[config.mk]
export PLATFORM = sky130hd
export DESIGN_NAME = fit_to_view_nearest_downscaler
export DESIGN_NICKNAME = d
export VERILOG_FILES = /design/src/hw/rtl/ftv_pkg.sv /design/src/hw/rtl/ftv_div.sv /design/src/hw/rtl/fit_to_view_nearest_downscaler.sv
export SDC_FILE = /design/constraint.sdc
export NUM_CORES = 2
export LEC_CHECK = 0
export BUFFER_PORTS_ARGS = -buffer_cell sky130_fd_sc_hd__buf_2
export CAP_MARGIN = 25
export CELL_PAD_IN_SITES_DETAIL_PLACEMENT = 0
export CELL_PAD_IN_SITES_GLOBAL_PLACEMENT = 2
export CORE_ASPECT_RATIO = 1.2
export CORE_MARGIN = 2
export CORE_UTILIZATION = 44
export CTS_BUF_LIST = sky130_fd_sc_hd__clkbuf_8
export DETAILED_ROUTE_END_ITERATION = 6
export GPL_TIMING_DRIVEN = 0
export PLACE_DENSITY_LB_ADDON = 0.3
export SLEW_MARGIN = 10
export SYNTH_ARGS = -nofsm -noshare
export SYNTH_HDL_FRONTEND = slang
export SYNTH_SLANG_ARGS = --single-unit
[constraint.sdc]
create_clock -name clk -period 8.54 [get_ports clk]
set_input_delay 1.281 -clock clk [delete_from_list [all_inputs] [get_ports clk]]
set_output_delay 1.281 -clock clk [all_outputs]
set_load 0.01 [all_outputs]
[src/hw/rtl/ftv_pkg.sv]
// shared constants, types and handshake structs for the fit-to-view downscaler
// used by ftv_div and fit_to_view_nearest_downscaler; depends on nothing
package ftv_pkg;

	localparam int FTV_MAX_DIM = 4096;
	localparam int FTV_MARGIN  = 12;

	localparam int DIM_W  = 13;
	localparam int VIEW_W = 14;
	localparam int PROD_W = DIM_W + VIEW_W;
	localparam int PIX_W  = 8;
	localparam int POS_W  = 12;
	localparam int IDX_W  = 2;

	localparam logic [IDX_W-1:0] CFG_SOURCE_WIDTH  = 2'd0;
	localparam logic [IDX_W-1:0] CFG_SOURCE_HEIGHT = 2'd1;
	localparam logic [IDX_W-1:0] CFG_VIEW_WIDTH    = 2'd2;
	localparam logic [IDX_W-1:0] CFG_VIEW_HEIGHT   = 2'd3;

	typedef struct packed {
		logic              start;
		logic [PROD_W-1:0] dividend;
		logic [DIM_W-1:0]  divisor;
	} div_req_t;

	typedef struct packed {
		logic              done;
		logic [PROD_W-1:0] quotient;
		logic [DIM_W-1:0]  remainder;
	} div_rsp_t;

	typedef struct packed {
		logic [PIX_W-1:0] red;
		logic [PIX_W-1:0] green;
		logic [PIX_W-1:0] blue;
		logic [POS_W-1:0] pos_x;
		logic [POS_W-1:0] pos_y;
		logic             last;
	} result_t;

endpackage

[src/hw/rtl/ftv_div.sv]
// restoring unsigned divider, one quotient bit per cycle
// depends on ftv_pkg for widths and the request/response structs
module ftv_div (
	input  logic             clk,
	input  logic             arst_n,
	input  ftv_pkg::div_req_t req,
	output ftv_pkg::div_rsp_t rsp
);

	localparam int CNT_W = $clog2(ftv_pkg::PROD_W + 1);

	logic                        run_q;
	logic                        done_q;
	logic [CNT_W-1:0]            cnt_q;
	logic [ftv_pkg::PROD_W-1:0]  quo_q;
	logic [ftv_pkg::DIM_W-1:0]   rem_q;
	logic [ftv_pkg::DIM_W-1:0]   dsr_q;

	logic [ftv_pkg::DIM_W:0] trial;
	logic                    take;

	assign trial = {rem_q, quo_q[ftv_pkg::PROD_W-1]};
	assign take  = trial >= {1'b0, dsr_q};

	always_ff @(posedge clk or negedge arst_n) begin
		if (!arst_n) begin
			run_q  <= 1'b0;
			done_q <= 1'b0;
			cnt_q  <= '0;
		end else begin
			done_q <= 1'b0;
			if (req.start) begin
				run_q <= 1'b1;
				cnt_q <= CNT_W'(ftv_pkg::PROD_W);
			end else if (run_q) begin
				cnt_q <= cnt_q - CNT_W'(1);
				if (cnt_q == CNT_W'(1)) begin
					run_q  <= 1'b0;
					done_q <= 1'b1;
				end
			end
		end
	end

	always_ff @(posedge clk) begin
		if (req.start) begin
			quo_q <= req.dividend;
			rem_q <= '0;
			dsr_q <= req.divisor;
		end else if (run_q) begin
			quo_q <= {quo_q[ftv_pkg::PROD_W-2:0], take};
			if (take) begin
				rem_q <= ftv_pkg::DIM_W'(trial - {1'b0, dsr_q});
			end else begin
				rem_q <= trial[ftv_pkg::DIM_W-1:0];
			end
		end
	end

	assign rsp.done      = done_q;
	assign rsp.quotient  = quo_q;
	assign rsp.remainder = rem_q;

endmodule

[src/hw/rtl/fit_to_view_nearest_downscaler.sv]
// fit-to-view nearest-neighbor downscaler, top level; depends on ftv_pkg and ftv_div
// a selected pixel enters the result queue on its input transfer
// throughput: one source pixel per cycle while not stalled; a two-entry result queue
//   decouples the sides; after a register write the preview size and step ratios are
//   set up by a shared serial divider, during which input is stalled
// reset: source 1x1, canvas 0x0, so the preview is empty and no setup pass is needed
module fit_to_view_nearest_downscaler (
	input  logic                        clk,
	input  logic                        arst_n,
	input  logic                        cfg_write,
	input  logic [ftv_pkg::IDX_W-1:0]   cfg_index,
	input  logic [ftv_pkg::VIEW_W-1:0]  cfg_data,
	input  logic                        in_valid,
	output logic                        in_stall,
	input  logic [ftv_pkg::PIX_W-1:0]   red_in,
	input  logic [ftv_pkg::PIX_W-1:0]   green_in,
	input  logic [ftv_pkg::PIX_W-1:0]   blue_in,
	output logic                        out_valid,
	input  logic                        out_stall,
	output logic [ftv_pkg::PIX_W-1:0]   red_out,
	output logic [ftv_pkg::PIX_W-1:0]   green_out,
	output logic [ftv_pkg::PIX_W-1:0]   blue_out,
	output logic [ftv_pkg::POS_W-1:0]   preview_x,
	output logic [ftv_pkg::POS_W-1:0]   preview_y,
	output logic                        frame_last
);

	localparam int DW = ftv_pkg::DIM_W;
	localparam int VW = ftv_pkg::VIEW_W;
	localparam int PW = ftv_pkg::PROD_W;

	localparam logic [VW:0] MAX_DIM_V = (VW+1)'(ftv_pkg::FTV_MAX_DIM);
	localparam logic [VW:0] MARGIN2_V = (VW+1)'(2 * ftv_pkg::FTV_MARGIN);

	localparam logic [3:0] ST_IDLE   = 4'd0;
	localparam logic [3:0] ST_AREA   = 4'd1;
	localparam logic [3:0] ST_MUL    = 4'd2;
	localparam logic [3:0] ST_DECIDE = 4'd3;
	localparam logic [3:0] ST_SIDE   = 4'd4;
	localparam logic [3:0] ST_COL_GO = 4'd5;
	localparam logic [3:0] ST_COL    = 4'd6;
	localparam logic [3:0] ST_ROW_GO = 4'd7;
	localparam logic [3:0] ST_ROW    = 4'd8;

	// configuration registers
	logic [DW-1:0] src_width_q, src_height_q;
	logic [VW-1:0] view_width_q, view_height_q;

	// setup state
	logic [3:0]    state_q;
	logic [DW-1:0] sw_q, sh_q, tw_q, th_q;
	logic [VW-1:0] aw_q, ah_q;
	logic          area_ok_q;
	logic [PW-1:0] prod_w_q, prod_h_q;
	logic          limit_w_q;
	logic [DW-1:0] col_step_q, col_frac_step_q, row_step_q, row_frac_step_q;

	ftv_pkg::div_req_t div_req;
	ftv_pkg::div_rsp_t div_rsp;

	logic [DW-1:0] sw_clamp, sh_clamp, quo_min1;
	logic          fits, width_limit, busy;

	// frame counters
	logic [DW-1:0] src_col_q, src_row_q, prev_col_q, prev_row_q;
	logic [DW-1:0] want_col_q, col_frac_q, want_row_q, row_frac_q;

	// result queue
	logic [1:0]        fifo_cnt_q;
	ftv_pkg::result_t  ent0_q, ent1_q, res_new;

	logic          in_xfer, out_xfer, col_hit, row_hit, line_end, last_row;
	logic [DW:0]   col_frac_sum, row_frac_sum;
	logic          col_wrap, row_wrap;
	logic [DW-1:0] col_frac_nxt, row_frac_nxt, want_col_nxt, want_row_nxt;

	ftv_div u_div (
		.clk    (clk),
		.arst_n (arst_n),
		.req    (div_req),
		.rsp    (div_rsp)
	);

	always_ff @(posedge clk or negedge arst_n) begin
		if (!arst_n) begin
			src_width_q   <= DW'(1);
			src_height_q  <= DW'(1);
			view_width_q  <= '0;
			view_height_q <= '0;
		end else if (cfg_write) begin
			unique case (cfg_index)
				ftv_pkg::CFG_SOURCE_WIDTH:  src_width_q   <= cfg_data[DW-1:0];
				ftv_pkg::CFG_SOURCE_HEIGHT: src_height_q  <= cfg_data[DW-1:0];
				ftv_pkg::CFG_VIEW_WIDTH:    view_width_q  <= cfg_data;
				ftv_pkg::CFG_VIEW_HEIGHT:   view_height_q <= cfg_data;
			endcase
		end
	end

	// source size clamped to 1..max
	always_comb begin
		if (src_width_q == '0) begin
			sw_clamp = DW'(1);
		end else if ({2'b00, src_width_q} > MAX_DIM_V) begin
			sw_clamp = MAX_DIM_V[DW-1:0];
		end else begin
			sw_clamp = src_width_q;
		end
		if (src_height_q == '0) begin
			sh_clamp = DW'(1);
		end else if ({2'b00, src_height_q} > MAX_DIM_V) begin
			sh_clamp = MAX_DIM_V[DW-1:0];
		end else begin
			sh_clamp = src_height_q;
		end
	end

	assign fits        = !(({1'b0, sw_q} > aw_q) || ({1'b0, sh_q} > ah_q));
	assign width_limit = prod_w_q <= prod_h_q;
	assign quo_min1    = (div_rsp.quotient == '0) ? DW'(1) : div_rsp.quotient[DW-1:0];
	assign busy        = state_q != ST_IDLE;

	always_comb begin
		div_req = '0;
		if (state_q == ST_DECIDE && area_ok_q && !fits) begin
			div_req.start    = 1'b1;
			div_req.dividend = width_limit ? prod_w_q : prod_h_q;
			div_req.divisor  = width_limit ? sw_q : sh_q;
		end else if (state_q == ST_COL_GO) begin
			div_req.start    = 1'b1;
			div_req.dividend = PW'(sw_q);
			div_req.divisor  = tw_q;
		end else if (state_q == ST_ROW_GO) begin
			div_req.start    = 1'b1;
			div_req.dividend = PW'(sh_q);
			div_req.divisor  = th_q;
		end
	end

	// setup sequencer: area, products, size decision, then up to three divisions
	always_ff @(posedge clk or negedge arst_n) begin
		if (!arst_n) begin
			state_q <= ST_IDLE;
			sw_q    <= DW'(1);
			sh_q    <= DW'(1);
			tw_q    <= '0;
			th_q    <= '0;
		end else if (cfg_write) begin
			state_q <= ST_AREA;
		end else begin
			unique case (state_q)
				ST_IDLE: begin
				end
				ST_AREA: begin
					sw_q    <= sw_clamp;
					sh_q    <= sh_clamp;
					state_q <= ST_MUL;
				end
				ST_MUL: begin
					state_q <= ST_DECIDE;
				end
				ST_DECIDE: begin
					if (!area_ok_q) begin
						tw_q    <= '0;
						th_q    <= '0;
						state_q <= ST_IDLE;
					end else if (fits) begin
						tw_q    <= sw_q;
						th_q    <= sh_q;
						state_q <= ST_COL_GO;
					end else if (width_limit) begin
						tw_q    <= aw_q[DW-1:0];
						state_q <= ST_SIDE;
					end else begin
						th_q    <= ah_q[DW-1:0];
						state_q <= ST_SIDE;
					end
				end
				ST_SIDE: begin
					if (div_rsp.done) begin
						if (limit_w_q) begin
							th_q <= quo_min1;
						end else begin
							tw_q <= quo_min1;
						end
						state_q <= ST_COL_GO;
					end
				end
				ST_COL_GO: state_q <= ST_COL;
				ST_COL: begin
					if (div_rsp.done) begin
						state_q <= ST_ROW_GO;
					end
				end
				ST_ROW_GO: state_q <= ST_ROW;
				ST_ROW: begin
					if (div_rsp.done) begin
						state_q <= ST_IDLE;
					end
				end
				default: state_q <= ST_IDLE;
			endcase
		end
	end

	always_ff @(posedge clk) begin
		if (state_q == ST_AREA) begin
			area_ok_q <= ({1'b0, view_width_q} > MARGIN2_V) &&
				({1'b0, view_height_q} > MARGIN2_V);
			aw_q <= VW'({1'b0, view_width_q} - MARGIN2_V);
			ah_q <= VW'({1'b0, view_height_q} - MARGIN2_V);
		end
		if (state_q == ST_MUL) begin
			prod_w_q <= PW'(aw_q) * PW'(sh_q);
			prod_h_q <= PW'(ah_q) * PW'(sw_q);
		end
		if (state_q == ST_DECIDE) begin
			limit_w_q <= width_limit;
		end
		if (state_q == ST_COL && div_rsp.done) begin
			col_step_q      <= div_rsp.quotient[DW-1:0];
			col_frac_step_q <= div_rsp.remainder;
		end
		if (state_q == ST_ROW && div_rsp.done) begin
			row_step_q      <= div_rsp.quotient[DW-1:0];
			row_frac_step_q <= div_rsp.remainder;
		end
	end

	// pixel selection
	assign in_stall = busy || cfg_write || (fifo_cnt_q == 2'd2);
	assign in_xfer  = in_valid && !in_stall;
	assign out_valid = fifo_cnt_q != 2'd0;
	assign out_xfer  = out_valid && !out_stall;

	assign row_hit  = (th_q != '0) && (prev_row_q < th_q) && (src_row_q == want_row_q);
	assign col_hit  = (tw_q != '0) && row_hit && (prev_col_q < tw_q) &&
		(src_col_q == want_col_q);
	assign line_end = ({1'b0, src_col_q} + (DW+1)'(1)) >= {1'b0, sw_q};
	assign last_row = ({1'b0, src_row_q} + (DW+1)'(1)) >= {1'b0, sh_q};

	// incremental floor(x*W/tw) and floor(y*H/th)
	assign col_frac_sum = {1'b0, col_frac_q} + {1'b0, col_frac_step_q};
	assign col_wrap     = col_frac_sum >= {1'b0, tw_q};
	assign col_frac_nxt = col_wrap ? DW'(col_frac_sum - {1'b0, tw_q}) : col_frac_sum[DW-1:0];
	assign want_col_nxt = want_col_q + col_step_q + DW'(col_wrap);

	assign row_frac_sum = {1'b0, row_frac_q} + {1'b0, row_frac_step_q};
	assign row_wrap     = row_frac_sum >= {1'b0, th_q};
	assign row_frac_nxt = row_wrap ? DW'(row_frac_sum - {1'b0, th_q}) : row_frac_sum[DW-1:0];
	assign want_row_nxt = want_row_q + row_step_q + DW'(row_wrap);

	always_ff @(posedge clk or negedge arst_n) begin
		if (!arst_n) begin
			src_col_q  <= '0;
			src_row_q  <= '0;
			prev_col_q <= '0;
			prev_row_q <= '0;
			want_col_q <= '0;
			col_frac_q <= '0;
			want_row_q <= '0;
			row_frac_q <= '0;
		end else if (cfg_write) begin
			src_col_q  <= '0;
			src_row_q  <= '0;
			prev_col_q <= '0;
			prev_row_q <= '0;
			want_col_q <= '0;
			col_frac_q <= '0;
			want_row_q <= '0;
			row_frac_q <= '0;
		end else if (in_xfer) begin
			if (line_end) begin
				src_col_q  <= '0;
				prev_col_q <= '0;
				want_col_q <= '0;
				col_frac_q <= '0;
				if (last_row) begin
					// frame wraps, next pixel starts a new frame
					src_row_q  <= '0;
					prev_row_q <= '0;
					want_row_q <= '0;
					row_frac_q <= '0;
				end else begin
					src_row_q <= src_row_q + DW'(1);
					if (row_hit) begin
						prev_row_q <= prev_row_q + DW'(1);
						want_row_q <= want_row_nxt;
						row_frac_q <= row_frac_nxt;
					end
				end
			end else begin
				src_col_q <= src_col_q + DW'(1);
				if (col_hit) begin
					prev_col_q <= prev_col_q + DW'(1);
					want_col_q <= want_col_nxt;
					col_frac_q <= col_frac_nxt;
				end
			end
		end
	end

	// result queue, head drives the outputs
	always_comb begin
		res_new.red   = red_in;
		res_new.green = green_in;
		res_new.blue  = blue_in;
		res_new.pos_x = prev_col_q[ftv_pkg::POS_W-1:0];
		res_new.pos_y = prev_row_q[ftv_pkg::POS_W-1:0];
		res_new.last  = (({1'b0, prev_col_q} + (DW+1)'(1)) == {1'b0, tw_q}) &&
			(({1'b0, prev_row_q} + (DW+1)'(1)) == {1'b0, th_q});
	end

	logic push;
	assign push = in_xfer && col_hit;

	always_ff @(posedge clk or negedge arst_n) begin
		if (!arst_n) begin
			fifo_cnt_q <= '0;
		end else begin
			fifo_cnt_q <= fifo_cnt_q + 2'(push) - 2'(out_xfer);
		end
	end

	always_ff @(posedge clk) begin
		if (push && (fifo_cnt_q == 2'd0 || (fifo_cnt_q == 2'd1 && out_xfer))) begin
			ent0_q <= res_new;
		end else if (out_xfer) begin
			ent0_q <= ent1_q;
		end
		if (push && fifo_cnt_q == 2'd1 && !out_xfer) begin
			ent1_q <= res_new;
		end
	end

	assign red_out    = ent0_q.red;
	assign green_out  = ent0_q.green;
	assign blue_out   = ent0_q.blue;
	assign preview_x  = ent0_q.pos_x;
	assign preview_y  = ent0_q.pos_y;
	assign frame_last = ent0_q.last;

endmodule
======== Yosys cells after proc, flatten, opt, wreduce, memory -nomap -nowiden ========
Index checks and enable logic that the tools add are counted.
word-level totals
  bits in registers ....................... 510
  input port bits ......................... 45
  output and inout bits ................... 51
  word-level logic and storage cells ...... 243
operators by class
  $add $sub $neg .......................... 22
  $mul .................................... 2
  magnitude comparators ................... 14
  equality and inequality tests ........... 27
  mux-type cells .......................... 78
  bitwise gates (word level) .............. 1
  reduce and logical (&&, ||, !) cells .... 53
operators by type and width
  cell                                                  number
  2-to-1 mux 13 bit                                     53
  2-to-1 mux 41 bit                                     3
  2-to-1 mux 49 bit                                     2
  2-to-1 mux 27 bit                                     3
  >= comparator 14 x 13 -> 1 bit                        5
  adder 13 x 1 -> 14 bit (second input constant)        4
  multiplier 14 x 13 -> 27 bit                          2
  adder 13 x 1 -> 13 bit (second input constant)        4
  case mux 13 bit (2 select lines)                      2
  subtractor 13 bit                                     3
  case mux 4 bit (9 select lines)                       1
  adder 13 x 13 -> 14 bit                               2
  equality test 14 x 13 -> 1 bit                        2
  > comparator 13 x 14 -> 1 bit                         2
  > comparator 14 x 5 -> 1 bit (second input constant)  2
  subtractor 14 x 5 -> 14 bit (second input constant)   2
  less-or-equal comparator 27 bit                       1
  logical NOT 27 bit                                    1
  adder 13 x 1 -> 13 bit                                2
  adder 13 bit                                          2
  equality test 13 bit                                  2
  > comparator 13 bit (second input constant)           2
  logical NOT 13 bit                                    2
  less-than comparator 13 bit                           2
  32 further kinds                                      91

======== Longest topological paths before layout ========
  depth in word-level cells ............... 10
  mapped depth ............................ 26

======== Cells and area by module ========
From an unflattened synthesis, not the netlist that was laid out.
second synthesis, totals
  cell total of the unflattened synthesis .. 3951
  area, all modules ....................... 40053.4 um^2
modules (own cells, without submodules)
  module                          times used  cells an instance  area each (um^2)  sequential area each (um^2)
  fit_to_view_nearest_downscaler  1           3671               36859.1           12436.9
  ftv_div                         1           280                3194.3            1636.6

======== Worst setup path before layout ========
No wires, ideal clock.
  kind .................................... register -> register
  start point ............................. register col_frac_step_q[0]
  end point ............................... register want_col_q[12]
  setup time .............................. 0.069 ns
  arrival ................................. 5.861 ns
  data required time ...................... 8.471 ns
  path slack .............................. 2.611 ns
  stages on the path, launching flop included .. 25
  path buffers ............................ 1
  period minus slack after synthesis ...... 5.929 ns
  path through ............................ edfxtp_1 -> ha_1 -> fa_1 -> a211oi_1 -> nor2_1 -> o41ai_1 -> o21ai_0 -> o41ai_1 -> xnor2_1 -> ha_1 -> nand2_1 -> nor4_1 -> or3_1 -> a211oi_2 -> buf_4 -> fa_1 -> fa_1 -> nor2b_1 -> o31a_1 -> o41a_1 -> a41o_1 -> o41a_1 -> xnor2_1 -> or3b_2 -> nand3_1
between the ends
  longest elaborated chain between the ends .. 7
RTL lines
  item                            line                                   text
  from (decl)                     fit_to_view_nearest_downscaler.sv:56   logic [DW-1:0] col_step_q, col_frac_step_q, row_step_q, row_frac_step_q;
  from (signal assigned)          fit_to_view_nearest_downscaler.sv:222  col_frac_step_q <= div_rsp.remainder;
  adder 13 x 13 -> 14 bit         fit_to_view_nearest_downscaler.sv:243  assign col_frac_sum = {1'b0, col_frac_q} + {1'b0, col_frac_step_q};
  >= comparator 14 x 13 -> 1 bit  fit_to_view_nearest_downscaler.sv:244  assign col_wrap = col_frac_sum >= {1'b0, tw_q};
  adder 13 x 1 -> 13 bit          fit_to_view_nearest_downscaler.sv:246  assign want_col_nxt = want_col_q + col_step_q + DW'(col_wrap);
  2-to-1 mux 13 bit               fit_to_view_nearest_downscaler.sv:294  if (col_hit) begin
  2-to-1 mux 13 bit               fit_to_view_nearest_downscaler.sv:273  if (line_end) begin
  2-to-1 mux 13 bit               fit_to_view_nearest_downscaler.sv:272  end else if (in_xfer) begin
  2-to-1 mux 13 bit               fit_to_view_nearest_downscaler.sv:263  end else if (cfg_write) begin
  to (signal assigned)            fit_to_view_nearest_downscaler.sv:296  want_col_q <= want_col_nxt;
  to (decl)                       fit_to_view_nearest_downscaler.sv:66   logic [DW-1:0] want_col_q, col_frac_q, want_row_q, row_frac_q;
Every way passes these cells. The select of a mux whose other input is x is not followed.
A chain may end at the register's enable or synchronous reset.

======== Worst setup path in the final report ========
  start point ............................. register sw_q[2]
  end point ............................... register prod_h_q[23] (data pin)
between the ends
  longest elaborated chain between the ends .. 1
RTL lines
  item                          line                                   text
  from (decl)                   fit_to_view_nearest_downscaler.sv:51   logic [DW-1:0] sw_q, sh_q, tw_q, th_q;
  from (signal assigned)        fit_to_view_nearest_downscaler.sv:155  sw_q <= sw_clamp;
  multiplier 14 x 13 -> 27 bit  fit_to_view_nearest_downscaler.sv:215  prod_h_q <= PW'(ah_q) * PW'(sw_q);
  to (signal assigned)          fit_to_view_nearest_downscaler.sv:215
  to (decl)                     fit_to_view_nearest_downscaler.sv:54   logic [PW-1:0] prod_w_q, prod_h_q;
Every way passes these cells.

==> impl_metrics.json <==
{
  "hpwl_microns": 96100,
  "clkSinkCount": 510,
  "rows": 121,
  "hold_path.class": "in2async",
  "crit_type": "reg2reg",
  "drive_gt1_share_pct": 10.4,
  "cts_buffers": 91,
  "drv_cap": 0,
  "fill_cells": 8563,
  "fin_nets": 4825,
  "skew_ns": 0.0584,
  "core-area_sq_um": 90700,
  "dp_worst_setup_slack_ns": 1.35,
  "io_pins": 96,
  "r2r_slack_ns": 1.16,
  "final-setup-viol-count": 0,
  "die_area_sq_um": 93800,
  "cts_root_buf": "clkbuf_8",
  "cts_htree_levels": 3,
  "detail_route.iter0.violations": 1785,
  "r2r-end": "prod_h_q[23]$_DFFE_PP_",
  "cp.arrival_ns": 7.82,
  "ys_warn_count": 0,
  "syn_avg_cell_area_sq_um": 10.2,
  "rsz0062_at_grt": "no",
  "timing.fmax_ghz": 0.135,
  "viasPerCell": 5.49,
  "synth_top_area_share_pct": 20.5,
  "worst_r2r_path_depth": 20,
  "grt_pass1_vias": 30398,
  "ys.flop_type": "edfxtp_1",
  "antenna_found_initial": 2,
  "start_kind": "register",
  "drv_slew": 0,
  "portBuffers": 95,
  "synth_area_sq_um": 40200,
  "hold_viol": 0,
  "area_growth_pct": 10.2,
  "route.antenna.remaining_nets": 0,
  "dr.pass1.iters": 7,
  "fin_crit_ns": 7.38,
  "grt_pass1_wl_microns": 186000,
  "max-clock-path-buffers": 3,
  "synth-edff-count": 274,
  "postSynth.asyncResetShare_pct": 43.7,
  "place_congestion": 0.911,
  "path_clk_slew_ns": 0.06,
  "vias": 29649,
  "drc_errors": 0,
  "tightest_slew_ns": 1.09,
  "worst_slack_ns": 1.16,
  "status": "complete, no violations",
  "grt_usage_pct": 26.4,
  "yosys.area.top_type": "edfxtp_1",
  "gr-total-overflow": 0,
  "seq_area_frac_synth_pct": 35.0,
  "rr_startpoint": "sw_q[2]$_DFFE_PN0P_",
  "synth_area_leaders": "edfxtp_1, dfrtp_1, fa_1, ha_1, inv_1",
  "wl_per_cell_microns": 22.6,
  "initial_core_util_pct": 44.3,
  "synthCells": 3952,
  "cts_resized": 0,
  "whs_ns": 0.427,
  "max-slew-margin-rel_pct": 27.1,
  "ys_types": 88,
  "drt_wl_total_microns": 122000,
  "post-cts-setup-buffer-count": 0,
  "critPathRequiredTime_ns": 8.98,
  "cp-end-kind": "register",
  "setup_tns_ns": 0,
  "tritoncts": "built",
  "clock_latency_ns": 0.75,
  "finalCritPeriodShare_pct": 86.4,
  "critPathMaxFanout": 10,
  "synth_seq_cells": 510,
  "syn_nets": 4616,
  "grt_max_degree": 106,
  "holdBufCountCts": 0,
  "die_h_microns": 335,
  "die_x_microns": 280
}
## area by class of cell
class	instances	area, sq um	share of cell area [%]
Timing Repair Buffer	116	736	1.66
Inverter	514	1930	4.35
Antenna cell	1	2.50	0.00565
Multi-Input combinational cell	2776	23600	53.2
Clock inverter	57	350	0.791
Sequential cell	510	14100	31.8
Buffer	152	661	1.49
Clock buffer	111	1530	3.45
Tap cell	1168	1460	3.30
## synthesized netlist by cell type (12+ instances only)
library cell  number
inv_1            509
nand2_1          408
ha_1             346
edfxtp_1         274
fa_1             273
nor2_1           238
dfrtp_1          219
o21ai_0          189
xnor2_1          154
a21oi_1          140
clkbuf_1         117
mux2i_1           95
mux2_2            82
nand3_1           82
nor3_1            68
xor2_1            67
and2_1            41
a22o_1            40
mux2_4            40
a21o_1            38
a211oi_1          35
nand4_1           34
nand2b_1          33
o2bb2ai_1         31
nor4_1            28
nor2b_1           24
o21a_1            23
o31ai_1           22
or3_1             22
and3_1            19
buf_2             18
a22oi_1           14
a31oi_1           14
a311oi_1          13
dfxtp_1           13
o21ai_1           12
o21bai_1          12
## cells by family (layout without fill, tap and decap cells)
kind of cell    Yosys count  after routing  synth area share (%)
simple gates           1039           1039                  11.9
compound gates          669            669                  11.0
buf+inv                 666            950                  6.44
fa+ha+maj               621            621                  24.4
flops                   510            510                  35.0
mux                     226            226                  6.41
xor+xnor                221            221                  4.81
other cells               0              1                     0
## routing by layer
| layer | routed length [microns] | vias to the layer above | share of wire [%] | track usage, % |
|---|---|---|---|---|
| met5 | 13 | - | 0.011 | 0 |
| met4 | 5600 | 2 | 4.6 | 11.3 |
| met3 | 5380 | 233 | 4.4 | 3.17 |
| met2 | 59900 | 704 | 49 | 45.6 |
| met1 | 51100 | 14706 | 42 | 33.4 |
| li1 | - | 14004 | - | - |
## through the flow
stage               util (%)  area (sq um)  cells
finish                  48.9         44300   5405
global route            48.9         44300   5405
CTS                     48.9         44300   5404
detailed placement      46.8         42400   5236
global placement        46.5         42100   5215
floorplan                  -         40200   3952
## how the worst max path moves through the flow
stage / slack (ns) / startpoint / depth (start not counted) / to
2_1_floorplan: 2.61 / col_frac_step_q[0]$_DFFE_PP_ / 24 / want_col_q[12]$_DFFE_PN0P_
3_3_place_gp: -0.03 / th_q[12]$_DFFE_PN0P_ / 9 / ent1_q[1]$_DFFE_PP_
3_5_place_dp: 1.35 / sw_q[2]$_DFFE_PN0P_ / 20 / prod_h_q[23]$_DFFE_PP_
4_1_cts: 1.28 / sw_q[5]$_DFFE_PN0P_ / 18 / prod_h_q[23]$_DFFE_PP_
5_1_grt: 0.86 / sw_q[2]$_DFFE_PN0P_ / 20 / prod_h_q[23]$_DFFE_PP_
6_report: 1.16 / sw_q[2]$_DFFE_PN0P_ / 20 / prod_h_q[23]$_DFFE_PP_
## flip-flops by register name (all words and copies together) (netlist names), 14 cells and up
register and cells:
ent1_q 49, view_height_q 14, prod_h_q 27, prod_w_q 27, u_div.quo_q 27, aw_q 14, ah_q 14, view_width_q 14
## cell usage in the layout, fill, tap and decap left out, drive strengths merged, types with 40 or more instances in the layout
cell	netlist	final
inv	510	550
nand2	408	408
ha	346	346
edfxtp	274	274
fa	273	273
nor2	239	239
clkbuf	117	228
dfrtp	219	219
o21ai	202	202
xnor2	154	154
buf	35	151
a21oi	141	141
mux2	131	131
mux2i	95	95
nand3	83	83
nor3	69	69
xor2	67	67
and2	42	42
a22o	40	40
## worst max-delay path, cell delays in order (launching register included)
cell      delay (ns)
dfrtp_1         0.38
clkbuf_1        0.62
clkbuf_1        0.60
nand2_1         0.16
fa_1            0.54
inv_1           0.05
fa_1            0.45
fa_1            0.51
inv_1           0.05
fa_1            0.52
inv_1           0.05
fa_1            0.39
ha_1            0.41
and3_1          0.23
and3_1          0.17
a211oi_1        0.70
o21ai_0         0.32
a41oi_1         0.37
nor2b_1         0.24
o21ai_0         0.13
xor2_1          0.15
Power is not shown: default switching activity piles up to over one toggle a cycle in this logic, so the estimate is an artifact.
